--- src/bitmap_page_allocator_core_defines.svh ---
// Assertion helpers shared by the allocator RTL.
// Each macro expects signals named clk and rst in the enclosing module.
`ifndef BITMAP_PAGE_ALLOCATOR_CORE_DEFINES_SVH
`define BITMAP_PAGE_ALLOCATOR_CORE_DEFINES_SVH

// Same-cycle implication.
`define BPA_ASSERT_IMP(lbl, ante, cons, msg) \
  lbl: assert property (@(posedge clk) disable iff (rst) (ante) |-> (cons)) else $error(msg);

// Next-cycle implication.
`define BPA_ASSERT_NXT(lbl, ante, cons, msg) \
  lbl: assert property (@(posedge clk) disable iff (rst) (ante) |=> (cons)) else $error(msg);

`endif

--- src/bpa_pkg.sv ---
package bpa_pkg;

  localparam int MAP_WORDS    = 128;
  // MAX_RUN stays within WORD_BITS, so a run never spans more than two map words.
  localparam int MAX_RUN      = 32;
  localparam int WORD_BITS    = 32;
  localparam int PAGE_SHIFT   = 12;
  localparam int TOTAL_BLOCKS = MAP_WORDS * WORD_BITS;

  localparam int WADDR_W  = $clog2(MAP_WORDS);
  localparam int NWORDS_W = $clog2(MAP_WORDS + 1);
  localparam int BIT_W    = $clog2(WORD_BITS);
  localparam int BLK_W    = $clog2(TOTAL_BLOCKS);
  localparam int LIMIT_W  = 13;
  localparam int CNT_W    = 6;
  localparam int ADDR_W   = 32;
  localparam int IDX_W    = ADDR_W - PAGE_SHIFT;
  localparam int CFG_IDX_W = 1;

  localparam logic [LIMIT_W-1:0] BLOCK_LIMIT_RST = 13'd4096;

  localparam logic FUNC_ALLOC = 1'b0;
  localparam logic FUNC_FREE  = 1'b1;

  localparam logic [CFG_IDX_W-1:0] CFG_BLOCK_LIMIT = 1'b0;
  localparam logic [CFG_IDX_W-1:0] CFG_REGION_BASE = 1'b1;

  typedef enum logic [1:0] {
    ST_DONE     = 2'd0,
    ST_NO_SPACE = 2'd1,
    ST_RANGE    = 2'd2
  } status_t;

  typedef struct packed {
    logic    load;
    logic    scan_init;
    logic    scan;
    logic    mark_hi;
    logic    mark_lo;
    logic    free_rd;
    logic    free_lo;
    logic    free_hi;
    logic    post;
    status_t post_status;
  } ctrl_cmd_t;

  typedef struct packed {
    logic is_alloc;
    logic alloc_bad;
    logic free_zero;
    logic free_bad;
    logic found;
    logic exhausted;
    logic free_hi_need;
  } dp_stat_t;

endpackage

--- src/bpa_ctrl.sv ---
`include "bitmap_page_allocator_core_defines.svh"

module bpa_ctrl (
  input  logic                clk,
  input  logic                rst,
  input  logic                start,
  output logic                busy,
  input  bpa_pkg::dp_stat_t   st,
  output bpa_pkg::ctrl_cmd_t  cmd
);

  typedef enum logic [7:0] {
    S_IDLE    = 8'b0000_0001,
    S_DECODE  = 8'b0000_0010,
    S_SCAN    = 8'b0000_0100,
    S_MARK_HI = 8'b0000_1000,
    S_MARK_LO = 8'b0001_0000,
    S_FREE_RD = 8'b0010_0000,
    S_FREE_LO = 8'b0100_0000,
    S_FREE_HI = 8'b1000_0000
  } state_t;

  state_t state;
  state_t state_next;

  always_ff @(posedge clk) begin
    if (rst) begin
      state <= S_IDLE;
    end else begin
      state <= state_next;
    end
  end

  assign busy = (state != S_IDLE);

  always_comb begin
    state_next      = state;
    cmd             = '0;
    cmd.post_status = bpa_pkg::ST_DONE;
    case (state)
      S_IDLE: begin
        if (start) begin
          cmd.load   = 1'b1;
          state_next = S_DECODE;
        end
      end
      S_DECODE: begin
        if (st.is_alloc) begin
          if (st.alloc_bad) begin
            cmd.post        = 1'b1;
            cmd.post_status = bpa_pkg::ST_NO_SPACE;
            state_next      = S_IDLE;
          end else begin
            cmd.scan_init = 1'b1;
            state_next    = S_SCAN;
          end
        end else if (st.free_zero) begin
          cmd.post   = 1'b1;
          state_next = S_IDLE;
        end else if (st.free_bad) begin
          cmd.post        = 1'b1;
          cmd.post_status = bpa_pkg::ST_RANGE;
          state_next      = S_IDLE;
        end else begin
          state_next = S_FREE_RD;
        end
      end
      S_SCAN: begin
        cmd.scan = 1'b1;
        if (st.found) begin
          state_next = S_MARK_HI;
        end else if (st.exhausted) begin
          cmd.post        = 1'b1;
          cmd.post_status = bpa_pkg::ST_NO_SPACE;
          state_next      = S_IDLE;
        end
      end
      S_MARK_HI: begin
        cmd.mark_hi = 1'b1;
        state_next  = S_MARK_LO;
      end
      S_MARK_LO: begin
        cmd.mark_lo = 1'b1;
        cmd.post    = 1'b1;
        state_next  = S_IDLE;
      end
      S_FREE_RD: begin
        cmd.free_rd = 1'b1;
        state_next  = S_FREE_LO;
      end
      S_FREE_LO: begin
        cmd.free_lo = 1'b1;
        if (st.free_hi_need) begin
          state_next = S_FREE_HI;
        end else begin
          cmd.post   = 1'b1;
          state_next = S_IDLE;
        end
      end
      S_FREE_HI: begin
        cmd.free_hi = 1'b1;
        cmd.post    = 1'b1;
        state_next  = S_IDLE;
      end
      default: begin
        state_next = S_IDLE;
      end
    endcase
  end

  `BPA_ASSERT_NXT(a_post_to_idle, cmd.post, state == S_IDLE, "result posted without return to idle")
  `BPA_ASSERT_IMP(a_scan_excl, state == S_SCAN && st.found, !st.exhausted, "scan hit and exhausted together")
  `BPA_ASSERT_IMP(a_alloc_path, state == S_SCAN || state == S_MARK_HI || state == S_MARK_LO, st.is_alloc, "allocate states entered on a free")
  `BPA_ASSERT_IMP(a_free_path, state == S_FREE_RD || state == S_FREE_LO || state == S_FREE_HI, !st.is_alloc && !st.free_bad && !st.free_zero, "free states entered on a rejected request")

endmodule

--- config.mk ---
export PLATFORM = sky130hd
export DESIGN_NAME = bpa_ctrl
export DESIGN_NICKNAME = d
export VERILOG_FILES = /design/src/bpa_pkg.sv /design/src/bpa_ctrl.sv
export VERILOG_INCLUDE_DIRS = /design/src /design/src/src
export SDC_FILE = /design/constraint.sdc
export NUM_CORES = 1
export LEC_CHECK = 0
export BUFFER_PORTS_ARGS = -buffer_cell sky130_fd_sc_hd__buf_2
export CAP_MARGIN = 5
export CORE_AREA = 10 10 47 49
export DETAILED_ROUTE_END_ITERATION = 7
export DIE_AREA = 0 0 57 59
export PLACE_DENSITY_LB_ADDON = 0.15
export SLEW_MARGIN = 20
export SYNTH_ARGS = -nofsm -noshare
export SYNTH_HDL_FRONTEND = slang
export SYNTH_SLANG_ARGS = --single-unit
--- constraint.sdc ---
create_clock -name clk -period 5.6 [get_ports clk]
set_clock_uncertainty 0.1 [all_clocks]
set_input_delay 1.12 -clock clk [delete_from_list [all_inputs] [get_ports clk]]
set_output_delay 1.12 -clock clk [all_outputs]
set_load 0.05 [all_outputs]
==> results.toml <==
[power]
clkPwrFrac = 0.332
p_comb_frac = 0.219
power.internal_mw = 0.0929
leakage_nw = 0.309
power_density_nw_per_um2 = 215
seq_power_share = 0.449
swShare = 0.304
worst_ir_drop_vdd_mv = 0.132
p_sw_mw = 0.0405

[setup_path]
r2r-start = "state[0]$_SDFFE_PP1P_"
worstRegToRegCells = 5
cp-start-kind = "input port"
reg2reg_to = "state[0]$_SDFFE_PP1P_"
r2r_setup_slack_ns = 3.64
endpoint_kind = "output port"
crit_fanout = 2
crit_required_ns = 4.38
crit_path_start = "st[3]"
crit_path_end = "cmd[2]"
crit_arrival_ns = 2.72
worstSetupPathType = "input port to output port"

[cts]
clkLatencyLatePin_ns = 0.25
cts_tree = "built"
clk_pin_slew_ns = 0.05
postCtsHoldBufs = 0
cts_resized = 0
clock_path_buffers = 2
cts_buffers = 3
cts.sinks = 8
cts_root_buf = "clkbuf_4"
htree_num_levels = 1
post_cts_buffers = 0

[layout]
final_cells = 99
multi_input_area_um2 = 287
regArea_um2 = 160
drive_above_1_share = 0.361
final_area_um2 = 621
area_delta_synth_final_pct = 31.2
reg_top3 = "state (8)"
fillCellCount = 155
largest_register_ffs = 8
num_antenna_cells = 0
finalNetCount = 95
regMostFlops = "state"

[drt]
first_pass_iters = 4
dr.first_iter.drc_count = 19
wire_per_inst_um = 13.7
vias = 523
drc = 0
post_drt_via_cell_ratio = 5.28
totalWireLength_um = 1360
antenna_left = 0

[sta]
tightest_slew_ns = 0.535
slew_headroom = 0.640
fin_crit_ns = 3.94
slew_violations = 0
tns_ns = 0
max_freq_mhz = 254
timing_hold_violations_final = 0
finalSetupViolCount = 0
rsz0062_at_grt = "no"
finalCritPeriodShare = 0.703
fin_hold_ws_ns = 0.556

[logic_synthesis]
synth_edf_count = 0
synth-seq-cells = 8
synth_area_leader_cell = "dfxtp_1"
yosys-top-cells-count = "8 x dfxtp_1, 7 x inv_1, 6 x nor2_1, 6 x nor4_1"
yosysMostFrequentCell = "dfxtp_1"
synth_cell_types = 24
synth_area_leaders = "dfxtp_1 34%, nor4_1 7.9%, inv_1 5.6%, nand2b_1 5.3%, and4b_2 4.8%"
ys_async_sr_fraction = 0
ys_seq_area_frac = 0.339
ys.flop_type = "dfxtp_1"
yosys_warnings = 0
synth_area_um2 = 473
syn_avg_cell_area_um2 = 8.02
syn-instance-count = 59
synth_top_area_share = 0.339
synth_nets = 69

[grt]
grt_use_met3 = 0.0343
grt.total_usage = 0.0845
grt_util_met1 = 0.0824
grt_pass1_vias = 526
grtUsageMet2 = 0.147
gr-max-usage-layer = "met2"
grt_max_degree = 7
grt_overflow_total = 0
antenna_found_initial = 0
grt_pass1_wl_um = 2300

[floorplan]
die_w_um = 57
rows = 14
top_level_ports = 22
dieArea_um2 = 3360
core_area_um2 = 1400
start_util = 0.338
fp.dieH_um = 59

[placed_design]
dp.cells = 96
portBuffers = 21
dp_hpwl_um = 1140
place_area_um2 = 598
gp_congestion = 0.743

[status]
status = "finished, final reports clean"

[run]
max_cap_viol_count = 0

[worst_hold_path]
hp-class = "flip-flop to flip-flop"
-- final cells by class --
cell class              count  share of cell area
multi-input cells          44               0.462
flip-flops and latches      8               0.258
repair buffers             21               0.169
inverters                   7              0.0423
clock buffers               3              0.0363
well taps                  16              0.0323
-- cells by family (layout without fill, tap and decap cells) --
family | count (synthesis) | in the layout | synth area share
flip-flops | 8 | 8 | 0.339
buffers and inverters | 7 | 31 | 0.0556
AND/OR/NAND/NOR | 37 | 37 | 0.495
AO/OA/AOI/OAI | 7 | 7 | 0.111
-- placed cells by master, fill, tap and decap left out, types with 2 or more instances in the layout --
master	count
nand2b_1	4
nor3_1	4
inv_1	7
clkbuf_4	3
nor2_1	6
nor4_1	6
and3_1	2
dfxtp_1	8
or3_1	2
and4b_2	2
nand2_1	3
buf_2	21
or4_4	2
-- per-layer routing --
metal | wire (um) | share of wire | vias up
met5 | 0 | 0 | -
met4 | 29 | 0.021 | 0
met3 | 97 | 0.071 | 4
met2 | 679 | 0.50 | 13
met1 | 555 | 0.41 | 234
li1 | - | - | 272
-- power groups by stage --
stage                     clock network (mW)  registers [mW]  logic [mW]
final                                 0.0443          0.0599      0.0293
after detailed placement                   0          0.0610      0.0294
after CTS                             0.0457          0.0598      0.0294
after floorplan                            0          0.0606      0.0204
after global routing                  0.0465          0.0601      0.0320
after global placement                     0          0.0609      0.0290
-- stage by stage --
stage / total power [mW] / utilization / worst slack (ns)
finish: 0.133 / 0.443 / 1.66
CTS: 0.135 / 0.443 / 1.66
global placement: 0.0899 / 0.427 / 1.68
global route: 0.139 / 0.443 / 1.62
detailed placement: 0.0904 / 0.427 / 1.66
floorplan: 0.0810 / - / 1.42
-- worst max-delay path: stages --
cell	delay, ns
buf_2	0.10
or3_1	0.37
a21boi_0	0.15
o2bb2ai_2	0.14
or4b_2	0.60
buf_2	0.23
-- worst min-delay path by stage --
stage                     startpoint                    end  cells past startpoint
2_1_floorplan  state[1]$_SDFFE_PP0P_  state[3]$_SDFFE_PP0P_                      3
3_3_place_gp   state[6]$_SDFFE_PP0P_  state[6]$_SDFFE_PP0P_                      2
3_5_place_dp   state[4]$_SDFFE_PP0P_  state[7]$_SDFFE_PP0P_                      2
4_1_cts        state[4]$_SDFFE_PP0P_  state[7]$_SDFFE_PP0P_                      2
5_1_grt        state[4]$_SDFFE_PP0P_  state[7]$_SDFFE_PP0P_                      2
6_report       state[6]$_SDFFE_PP0P_  state[7]$_SDFFE_PP0P_                      3
(Power assumes the default switching activity.)
